File: config.mk
export PLATFORM = sky130hd
export DESIGN_NAME = fixed_partition_fit_allocator_unit
export DESIGN_NICKNAME = d
export VERILOG_FILES = /design/src/fpfa_pkg.sv /design/src/fpfa_ram.sv /design/src/fixed_partition_fit_allocator_unit.sv
export SDC_FILE = /design/constraint.sdc
export NUM_CORES = 1
export LEC_CHECK = 0
export ABC_CLOCK_PERIOD_IN_PS = 6300
export BUFFER_PORTS_ARGS = -buffer_cell sky130_fd_sc_hd__buf_2
export CAP_MARGIN = 20
export CORE_UTILIZATION = 30
export DETAILED_ROUTE_END_ITERATION = 10
export PLACE_DENSITY_LB_ADDON = 0.1
export SYNTH_ARGS = -nofsm -noshare
export SYNTH_HDL_FRONTEND = slang
export SYNTH_SLANG_ARGS = --single-unit
File: constraint.sdc
create_clock -name clk -period 6.3 [get_ports clk]
set_input_delay 0.63 -clock clk [delete_from_list [all_inputs] [get_ports clk]]
set_output_delay 0.63 -clock clk [all_outputs]
set_load 0.01 [all_outputs]
File: src/fpfa_pkg.sv
// shared types and codes for the fixed partition fit allocator
package fpfa_pkg;

  localparam int MODE_BITS      = 2;
  localparam int USE_BITS       = 4;
  localparam int INDEX_BITS     = 3;
  localparam int AMOUNT_BITS    = 16;
  localparam int STATUS_BITS    = 2;
  localparam int CFG_INDEX_BITS = 1;

  // input operations
  localparam logic OP_LOAD    = 1'b0;
  localparam logic OP_REQUEST = 1'b1;

  // fit modes (the unused code behaves as first fit)
  localparam logic [MODE_BITS-1:0] MODE_FIRST = 2'd0;
  localparam logic [MODE_BITS-1:0] MODE_BEST  = 2'd1;
  localparam logic [MODE_BITS-1:0] MODE_WORST = 2'd2;

  // result status codes
  localparam logic [STATUS_BITS-1:0] STATUS_ALLOC    = 2'd0;
  localparam logic [STATUS_BITS-1:0] STATUS_EXT_FRAG = 2'd1;
  localparam logic [STATUS_BITS-1:0] STATUS_NO_ALLOC = 2'd2;

  // configuration register indexes
  localparam logic [CFG_INDEX_BITS-1:0] CFG_FIT_MODE      = 1'd0;
  localparam logic [CFG_INDEX_BITS-1:0] CFG_BLOCKS_IN_USE = 1'd1;

  localparam logic [USE_BITS-1:0] USE_RESET = 4'd8;

  typedef struct packed {
    logic                  op;
    logic [INDEX_BITS-1:0] block_index;
    logic [AMOUNT_BITS-1:0] amount;
  } in_t;

  typedef struct packed {
    logic [STATUS_BITS-1:0] status;
    logic [INDEX_BITS-1:0]  block_number;
    logic [AMOUNT_BITS-1:0] leftover;
  } out_t;

  typedef enum logic [1:0] {
    S_IDLE,
    S_SCAN,
    S_FINISH
  } fsm_state_t;

endpackage

File: src/fpfa_ram.sv
// generic simple dual port ram with registered read
module fpfa_ram #(
  parameter int WIDTH = 16,
  parameter int DEPTH = 8
) (
  input  logic                     clk,
  input  logic                     wr_en,
  input  logic [$clog2(DEPTH)-1:0] wr_addr,
  input  logic [WIDTH-1:0]         wr_data,
  input  logic                     rd_en,
  input  logic [$clog2(DEPTH)-1:0] rd_addr,
  output logic [WIDTH-1:0]         rd_data
);

  logic [WIDTH-1:0] mem [DEPTH];

  always_ff @(posedge clk) begin
    if (wr_en) begin
      mem[wr_addr] <= wr_data;
    end
    if (rd_en) begin
      rd_data <= mem[rd_addr];
    end
  end

endmodule

File: src/fixed_partition_fit_allocator_unit.sv
// Fixed partition fit allocator: keeps each block's free size and serves
// first, best and worst fit requests.
//
// Channels: in (valid/ready, in_t) takes loads and requests; out
// (valid/ready, out_t) returns one item per request, none per load; cfg
// (valid/ready, always ready) writes fit_mode (index 0) and blocks_in_use
// (index 1); cfg is to be written only while the block is idle, which the
// block itself does not enforce. A load is written in the cycle it is taken
// and the block stays ready. A request walks the n participating blocks
// through the single read port of the free size ram, one block per cycle
// with one compare/add unit, then moves to write-back (S_FINISH), which
// writes the chosen block's new free size and loads the result register;
// after that the block returns to idle. No new item is taken meanwhile.
// The result sits in an output register; a new item is taken while it
// waits, but a finished request holds in write-back until the register
// frees, so a stalled receiver stalls the block after one more request.
// Reset (rst, synchronous) empties the output register, returns the
// sequencer to idle, clears every block's valid bit so all free sizes
// read as zero, and sets fit_mode to first fit and blocks_in_use to 8.
module fixed_partition_fit_allocator_unit
  import fpfa_pkg::*;
#(
  parameter int NUM_BLOCKS = 8,
  parameter int SIZE_BITS  = 16
) (
  input  logic                      clk,
  input  logic                      rst,
  input  logic                      in_valid,
  output logic                      in_ready,
  input  in_t                       in_data,
  output logic                      out_valid,
  input  logic                      out_ready,
  output out_t                      out_data,
  input  logic                      cfg_valid,
  output logic                      cfg_ready,
  input  logic [CFG_INDEX_BITS-1:0] cfg_index,
  input  logic [USE_BITS-1:0]       cfg_data
);

  localparam int AW       = $clog2(NUM_BLOCKS);
  localparam int CNT_BITS = $clog2(NUM_BLOCKS + 1);
  localparam int SUM_BITS = SIZE_BITS + USE_BITS;
  localparam int CW       = (SIZE_BITS > AMOUNT_BITS) ? SIZE_BITS : AMOUNT_BITS;
  localparam int TW       = (SUM_BITS > AMOUNT_BITS) ? SUM_BITS : AMOUNT_BITS;

  fsm_state_t state, state_next;

  logic [MODE_BITS-1:0]   fit_mode;
  logic [USE_BITS-1:0]    blocks_in_use;
  logic [CNT_BITS-1:0]    active_n;

  logic [NUM_BLOCKS-1:0]  entry_valid;
  logic [AMOUNT_BITS-1:0] req_amount;
  logic [CNT_BITS-1:0]    rd_cnt;
  logic                   cmp_vld;
  logic [AW-1:0]          cmp_idx;
  logic                   found;
  logic [AW-1:0]          pick;
  logic [SIZE_BITS-1:0]   pick_free;
  logic [SUM_BITS-1:0]    sum;

  logic                   in_fire;
  logic                   load_fire;
  logic                   issue;
  logic                   out_space;
  logic                   out_load;
  logic                   wr_en;
  logic [AW-1:0]          wr_addr;
  logic [SIZE_BITS-1:0]   wr_data;
  logic [AW-1:0]          rd_addr;
  logic [SIZE_BITS-1:0]   rd_data;
  logic [SIZE_BITS-1:0]   f;
  logic                   fits;
  logic                   take;
  logic [CW-1:0]          diff;
  out_t                   res;

  assign cfg_ready = 1'b1;

  always_ff @(posedge clk) begin
    if (rst) begin
      fit_mode      <= MODE_FIRST;
      blocks_in_use <= USE_RESET;
    end else if (cfg_valid) begin
      case (cfg_index)
        CFG_FIT_MODE:      fit_mode      <= cfg_data[MODE_BITS-1:0];
        CFG_BLOCKS_IN_USE: blocks_in_use <= cfg_data;
        default: ;
      endcase
    end
  end

  // counts above the number of blocks saturate
  assign active_n = (int'(blocks_in_use) > NUM_BLOCKS) ? CNT_BITS'(NUM_BLOCKS)
                                                       : CNT_BITS'(blocks_in_use);

  assign in_fire   = in_valid && in_ready;
  assign load_fire = in_fire && (in_data.op == OP_LOAD) &&
                     (int'(in_data.block_index) < NUM_BLOCKS);
  assign issue     = (state == S_SCAN) && (rd_cnt < active_n);
  assign rd_addr   = AW'(rd_cnt);
  assign out_space = !out_valid || out_ready;

  // shared compare/accumulate unit
  assign f    = entry_valid[cmp_idx] ? rd_data : '0;
  assign fits = CW'(f) >= CW'(req_amount);
  assign take = fits && (!found ||
                ((fit_mode == MODE_BEST) && (f < pick_free)) ||
                ((fit_mode == MODE_WORST) && (f > pick_free)));
  assign diff = CW'(pick_free) - CW'(req_amount);

  fpfa_ram #(
    .WIDTH (SIZE_BITS),
    .DEPTH (NUM_BLOCKS)
  ) u_free_ram (
    .clk     (clk),
    .wr_en   (wr_en),
    .wr_addr (wr_addr),
    .wr_data (wr_data),
    .rd_en   (issue),
    .rd_addr (rd_addr),
    .rd_data (rd_data)
  );

  always_ff @(posedge clk) begin
    if (rst) begin
      state <= S_IDLE;
    end else begin
      state <= state_next;
    end
  end

  always_comb begin
    state_next = state;
    case (state)
      S_IDLE: begin
        if (in_fire && (in_data.op == OP_REQUEST)) begin
          state_next = S_SCAN;
        end
      end
      S_SCAN: begin
        if (!issue && !cmp_vld) begin
          state_next = S_FINISH;
        end
      end
      S_FINISH: begin
        if (out_space) begin
          state_next = S_IDLE;
        end
      end
      default: state_next = S_IDLE;
    endcase
  end

  always_comb begin
    in_ready = 1'b0;
    out_load = 1'b0;
    wr_en    = 1'b0;
    wr_addr  = AW'(in_data.block_index);
    wr_data  = SIZE_BITS'(in_data.amount);
    case (state)
      S_IDLE: begin
        in_ready = 1'b1;
        wr_en    = load_fire;
      end
      S_SCAN: ;
      S_FINISH: begin
        // write-back repeats harmlessly while the output is stalled
        wr_en    = found;
        wr_addr  = pick;
        wr_data  = SIZE_BITS'(diff);
        out_load = out_space;
      end
      default: ;
    endcase
  end

  always_comb begin
    res = '0;
    if (found) begin
      res.status       = STATUS_ALLOC;
      res.block_number = INDEX_BITS'(pick);
      res.leftover     = AMOUNT_BITS'(diff);
    end else if (TW'(req_amount) <= TW'(sum)) begin
      res.status = STATUS_EXT_FRAG;
    end else begin
      res.status = STATUS_NO_ALLOC;
    end
  end

  always_ff @(posedge clk) begin
    if (rst) begin
      entry_valid <= '0;
    end else if (wr_en) begin
      entry_valid[wr_addr] <= 1'b1;
    end
  end

  always_ff @(posedge clk) begin
    if (rst) begin
      cmp_vld <= 1'b0;
      found   <= 1'b0;
      rd_cnt  <= '0;
    end else begin
      cmp_vld <= issue;
      if (in_fire) begin
        found  <= 1'b0;
        rd_cnt <= '0;
      end else begin
        if (issue) begin
          rd_cnt <= rd_cnt + 1'b1;
        end
        if (cmp_vld && take) begin
          found <= 1'b1;
        end
      end
    end
  end

  always_ff @(posedge clk) begin
    cmp_idx <= rd_addr;
    if (in_fire) begin
      req_amount <= in_data.amount;
      sum        <= '0;
    end else if (cmp_vld) begin
      // total of free space at request time, used when refused
      sum <= sum + SUM_BITS'(f);
      if (take) begin
        pick      <= cmp_idx;
        pick_free <= f;
      end
    end
  end

  always_ff @(posedge clk) begin
    if (rst) begin
      out_valid <= 1'b0;
    end else if (out_load) begin
      out_valid <= 1'b1;
    end else if (out_ready) begin
      out_valid <= 1'b0;
    end
  end

  always_ff @(posedge clk) begin
    if (out_load) begin
      out_data <= res;
    end
  end

  a_idle_no_compare: assert property (@(posedge clk) disable iff (rst)
    (state == S_IDLE) |-> !cmp_vld)
    else $error("compare pending while idle");

  a_result_from_finish: assert property (@(posedge clk) disable iff (rst)
    $rose(out_valid) |-> ($past(state) == S_FINISH))
    else $error("result loaded outside write-back");

  a_refused_zero: assert property (@(posedge clk) disable iff (rst)
    (out_valid && (out_data.status != STATUS_ALLOC)) |->
      ((out_data.block_number == '0) && (out_data.leftover == '0)))
    else $error("refused item carries a block or leftover");

  a_pick_in_range: assert property (@(posedge clk) disable iff (rst)
    ((state == S_FINISH) && found) |-> (CNT_BITS'(pick) < active_n))
    else $error("granted block outside participating range");

  a_scan_bound: assert property (@(posedge clk) disable iff (rst)
    (state == S_SCAN) |-> (rd_cnt <= active_n))
    else $error("scan address ran past block count");

endmodule

==> impl_metrics.yaml, run 1 <==
die:
  row_count: 72
  dieArea_um2: 39920
  io_pins: 54
  die_h_um: 199.8
  die_x_um: 199.8
  coreArea_um2: 38650
  initial_core_util_pct: 30.37
power:
  p_sw_mw: 0.8214
  p_leak_nw: 4.932
  powerDensity_nw_per_um2: 265.9
  p_seq_share_pct: 49.6
  ir_worst_vdd_mv: 0.2521
  combPwrFrac_pct: 5.6
  intPower_mw: 2.817
  pwr-share-clk_pct: 44.8
  swShare_pct: 22.58
clock_tree:
  postCtsSetupRepairBufs: 0
  clk_latency_ns: 0.57
  path_clk_slew_ns: 0.06
  ctsResizeCount: 0
  clock_sinks: 246
  clockBufferDepth: 3
  clockRootBuffer: "clkbuf_16"
  htree_levels: 1
  holdBufCountCts: 0
  numCtsBuffers: 30
  cts_tree: "done"
finish:
  drive_above_1_share_pct: 19.06
  final_cell_mix: "edfxtp_1, ha_1, nor2_1"
  nFillCells: 3779
  fin_util_pct: 35.40
  regArea_um2: 6929
  fin_nets: 1086
  syn_to_final_growth_pct: 16.57
  layout.cells.non_filler: 1515
  multiInputGateArea_um2: 4497
  final_common_cell: "edfxtp_1"
  diodes: 0
detailed_routing:
  vias_per_cell: 4.727
  drc: 0
  drtIter0Drc: 318
  wl_met2_mm: 14.81
  dr_wl_met3_mm: 1.036
  dr.pass1.iters: 4
  ant_nets: 0
  vias: 7161
  wirelength_mm: 30.66
  wl_per_cell_um: 20.24
  top_layer_used: "met4"
  wl_met1_mm: 14.32
timing:
  hold_violations: 0
  fin_worst_skew_ns: 0.02030
  setup-tns-final_ns: 0
  min_period_ns: 4.451
  slew_viol_final: 0
  setup_viol: 0
  fmax_mhz: 224.6
  relSlewSlack_pct: 27.45
  fin_crit_sh_pct: 70.66
  layout_setup_ws_ns: 1.849
  rsz0062_at_grt: "no"
  worstMarginPinSlew_ns: 1.077
synth:
  synth-seq-area-share_pct: 59.02
  netlist_area_um2: 11740
  ys_seq_elements: 246
  ys_types: 62
  avgSynthCellArea_um2: 13.17
  yosys_warnings: 0
  synth-main-ff-cell: "edfxtp_1"
  syn_nets: 1004
  synth_edf_count: 200
  netlist_instances: 891
  ys_async_sr_fraction_pct: 0
critical_path:
  cp-startpoint: "cmp_idx[0]"
  r2r_setup_slack_ns: 1.85
  critPathKind: "flip-flop to flip-flop"
  worstPathArrival_ns: 4.88
  crit_fanout: 13
  cp-start-kind: "flip-flop"
  reg2reg_depth: 14
  rr_startpoint: "cmp_idx[0]"
  cp.required_ns: 6.73
  cp-end-kind: "flip-flop"
  rr_endpoint: "sum[18]"
worst_hold_path:
  min_path_type: "input port to flip-flop"
  hold_start: "in_data[8]"
  hold_depth: 1
  hold_end: "req_amount[8]"
place:
  io_buffers: 52
  place_inst: 1455
  dp_hpwl_mm: 21.44
  place_congestion: 0.7899
  post-place-ws_ns: 1.806
grt:
  grt_usage_pct: 15.76
  grt_overflow: 0
  grt_max_degree: 38
  grt_pass1_wl_mm: 45.97
  antenna_found_initial: 0
  grt_pass1_vias: 7524
flow_run:
  maxCapViolCount: 0
run_status:
  status: "finished, final reports clean"
## per-stage QoR
stage / hold WS (ns) / instance area, um^2 / total power [mW]
after floorplan: 0.3519 / 11740 / 1.957
after global placement: 0.4507 / 12710 / 2.045
after detailed placement: 0.4507 / 12720 / 2.044
after CTS: 0.2309 / 13650 / 3.689
after global routing: 0.2360 / 13680 / 3.771
final: 0.2629 / 13680 / 3.638
## cells in the mapped netlist, drive strengths merged (3+ instances only)
library cell  number  area, um^2
o31ai              7       52.55
mux2              16       180.2
nand2b            11       68.82
nor3              15       85.08
a21oi             43       215.2
edfxtp           200        6006
nor2              71       266.5
o311ai             4       35.04
and3               3       18.77
a211oi            12       102.6
a31oi             10       62.56
o21ai             43       215.2
nor3b              3       22.52
nand4             13       81.33
o21a              10       75.07
and2               6       37.54
dfxtp             46       920.9
xnor2             13       113.9
nor2b             24       150.1
nand2             52       195.2
nand3             10       50.05
clkbuf            14       52.55
mux4              34       765.7
mux2i             11       113.9
a21boi             3       22.52
ha                81        1013
buf               12       65.06
o211ai             3       22.52
nor4               4       25.02
inv               62       232.7
or3                5       31.28
a21o              11       82.58
xor2              10       87.58
## metal layers
layer	GRT usage, %	vias up
met3	2.319	31
met2	27.11	97
li1	-	3516
met5	0	-
met4	3.732	0
met1	20.86	3517
## worst max-delay path, cell delays in order (launching register included)
cell and delay (ns):
dfxtp_1 0.40, mux4_2 0.53, mux2i_2 0.62, buf_4 0.26, nand2b_1 0.18, inv_1 0.09
ha_1 0.23, fa_1 0.43, a211oi_1 0.31, o21ai_0 0.24, nand4_1 0.20, a21oi_1 0.10
nor4_1 0.46, or4_1 0.19, a21oi_1 0.06
## kinds of logic after synthesis
| logic type | after synthesis | synth area share, % |
|---|---|---|
| xor gates and xnor gates | 23 | 1.716 |
| buffers and inverters | 88 | 2.985 |
| DFF | 246 | 59.02 |
| adders and majority gates | 84 | 9.062 |
| and+or+nand+nor | 226 | 9.403 |
| AOI/OAI and AO/OA | 162 | 8.753 |
| muxes | 61 | 9.030 |
| other | 1 | 0.03195 |
## power by group through the flow
| stage | Clock (mW) | Sequential (mW) | Combinational, mW |
|---|---|---|---|
| after floorplan | 0 | 1.83 | 0.124 |
| after global placement | 0 | 1.84 | 0.205 |
| after detailed placement | 0 | 1.84 | 0.205 |
| after CTS | 1.68 | 1.81 | 0.206 |
| after global routing | 1.73 | 1.81 | 0.229 |
| final | 1.63 | 1.80 | 0.203 |
## registers in the layout (all words and copies together) (netlist names), 4 cells and up
register,cells
u_free_ram.mem,128
out_data,21
sum,20
pick_free,16
req_amount,16
u_free_ram.rd_data,16
entry_valid,8
blocks_in_use,4
rd_cnt,4
## area by class of cell
type	count	area share, %
flip-flops and latches	246	50.65
inverters	62	1.701
multi-input cells	557	32.87
clock buffers	42	6.045
repair buffers	76	3.219
clock inverters	14	0.7774
well taps	518	4.738
## how the worst max path moves through the flow
stage | end | slack, ns | depth (start not counted)
after floorplan | pick[0] | 1.48 | 10
after detailed placement | sum[18] | 1.81 | 14
after CTS | sum[18] | 1.78 | 14
final | sum[18] | 1.85 | 14
after global routing | sum[18] | 1.46 | 14
after global placement | pick_free[8] | 1.91 | 10
Power figures use the tool's default switching activity.
==> run 2, diff against run 1 <==
Settings changed: ABC_CLOCK_PERIOD_IN_PS 6300 to 4080.
Clock period 6.3 ns to 4.08 ns, I/O delays scaled along.
==> run 2 against run 1 <==
  * Register-to-register slack got worse by 1.5 ns
  * Critical path depth unchanged
  * Worst setup slack worse by 1.5 ns
  * Highest routed layer unchanged
  * Sequential share of layout area decreased by 0.19 points
  * Combinational power rose by 55%
  * Final cell count is 0.26% higher
  * Non-clock buffer count up 6
  * Wire length is 2.0% lower
  * Largest cell class unchanged
==> impl_metrics.yaml, run 2 (same netlist as run 1, synthesis figures left out) <==
run_status:
  status: "finished, final reports clean"
die:
  coreArea_um2: 38650
  initial_core_util_pct: 30.37
  die_h_um: 199.8
  row_count: 72
  dieArea_um2: 39920
  die_x_um: 199.8
  io_pins: 54
timing:
  layout_setup_ws_ns: 0.3533
  rsz0062_at_grt: "no"
  slew_viol_final: 0
  fmax_mhz: 268.3
  hold_violations: 0
  setup-tns-final_ns: 0
  fin_crit_sh_pct: 91.34
  relSlewSlack_pct: 28.02
  worstMarginPinSlew_ns: 1.068
  fin_worst_skew_ns: 0.01434
  min_period_ns: 3.727
  setup_viol: 0
detailed_routing:
  wirelength_mm: 30.04
  wl_per_cell_um: 19.78
  dr.pass1.iters: 6
  drtIter0Drc: 349
  ant_nets: 0
  vias: 7186
  vias_per_cell: 4.731
  drc: 0
place:
  place_inst: 1462
  dp_hpwl_mm: 20.77
  io_buffers: 52
  place_congestion: 0.7947
  post-place-ws_ns: 0.2092
worst_hold_path:
  min_path_type: "input port to flip-flop"
  hold_start: "in_data[11]"
critical_path:
  reg2reg_depth: 14
  worstPathArrival_ns: 4.22
  r2r_setup_slack_ns: 0.35
  cp-endpoint: "sum[18]"
  crit_fanout: 13
  cp-end-kind: "flip-flop"
  rr_startpoint: "cmp_idx[0]"
  critPathKind: "flip-flop to flip-flop"
  cp.required_ns: 4.57
  cp-start-kind: "flip-flop"
  cp-startpoint: "cmp_idx[0]"
  rr_endpoint: "sum[18]"
finish:
  diodes: 0
  fin_util_pct: 35.53
  reg.largest.list: "u_free_ram.mem: 128 flops, out_data: 21 flops, sum: 20 flops"
  final_cell_mix: "edfxtp_1, ha_1, nor2_1"
  drive_above_1_share_pct: 19.38
  syn_to_final_growth_pct: 17.02
  largest_register: "u_free_ram.mem"
  fin_nets: 1091
  final_common_cell: "edfxtp_1"
  largest_reg_flops: 128
  layout.cells.non_filler: 1519
clock_tree:
  holdBufCountCts: 0
  htree_levels: 1
  cts_tree: "done"
  clk_latency_ns: 0.58
  clock_sinks: 246
  clockRootBuffer: "clkbuf_16"
  clockBufferDepth: 3
  path_clk_slew_ns: 0.06
  numCtsBuffers: 29
power:
  powerDensity_nw_per_um2: 412.4
  p_leak_nw: 4.960
  ir_worst_vdd_mv: 0.3159
grt:
  grt_usage_pct: 15.44
  grt_util_met2_pct: 25.23
  grt_util_met1_pct: 21.53
  grt_overflow: 0
  grt-busiest-layer: "met2"
  grt_pass1_vias: 7199
  antenna_found_initial: 0
  use_met3_pct: 2.201
  grt_pass1_wl_mm: 45.15
  grt_max_degree: 47
flow_run:
  maxCapViolCount: 0
## run 2: cell count changes in the layout (fill, tap and decap cells not counted), sizes merged
cell | before | now
clkinv | 12 | 11
bufinv | 1 | 3
buf | 72 | 79
clkbuf | 46 | 42
## run 2: stage by stage
stage	cell area [um^2]	hold slack, ns	power (mW)
finish	13730	0.03004	5.663
detailed placement	12770	0.4436	3.156
floorplan	11750	0.3519	3.023
global route	13730	0.005153	5.878
global placement	12770	0.4471	3.158
CTS	13700	0.003014	5.751
## run 2: critical path, stage by stage, from the launching register on
cell and delay (ns):
dfxtp_1 0.39, mux4_2 0.52, mux2i_2 0.19, buf_4 0.24, buf_4 0.16, nand2b_1 0.16, inv_1 0.09, ha_1 0.37
a211oi_1 0.12, o21ai_1 0.24, nand4_1 0.18, a21oi_1 0.24, nor4_2 0.10, or4_1 0.51, a21oi_1 0.15
## run 2: final cells by class
type                            instances  area, um^2
Fill cell                            3738       24910
Clock buffer                           39       763.2
Timing Repair Buffer                   82       485.5
Sequential cell                       246        6929
Multi-Input combinational cell        557        4509
Tap cell                              518       648.1
Inverter                               62       232.7
Clock inverter                         15       165.2
## run 2: worst min-delay path by stage
| stage | end | cells after the start |
|---|---|---|
| 4_1_cts | req_amount[9] | 1 |
| 2_1_floorplan | cmp_idx[2] | 0 |
| 3_3_place_gp | blocks_in_use[0] | 2 |
| 6_report | req_amount[11] | 1 |
| 5_1_grt | req_amount[9] | 1 |
| 3_5_place_dp | blocks_in_use[0] | 2 |
## run 2: per-layer routing
metal | vias to the layer above | part of all wire (%)
li1 | 3524 | -
met2 | 72 | 47
met4 | 0 | 2.2
met3 | 41 | 2.7
met5 | - | 0
met1 | 3549 | 48
## run 2: where the power goes
part / internal, mW / switching (mW) / leakage (nW)
logic: 0.115 / 0.199 / 2.28
clock network: 1.51 / 1.06 / 0.458
registers: 2.76 / 0.0206 / 2.23
total: 4.38 / 1.28 / 4.96
## run 2: what timing repair did
action,CTS,global route
buffers inserted,0,0
setup endpoints to repair,0,23
resized for setup,0,4
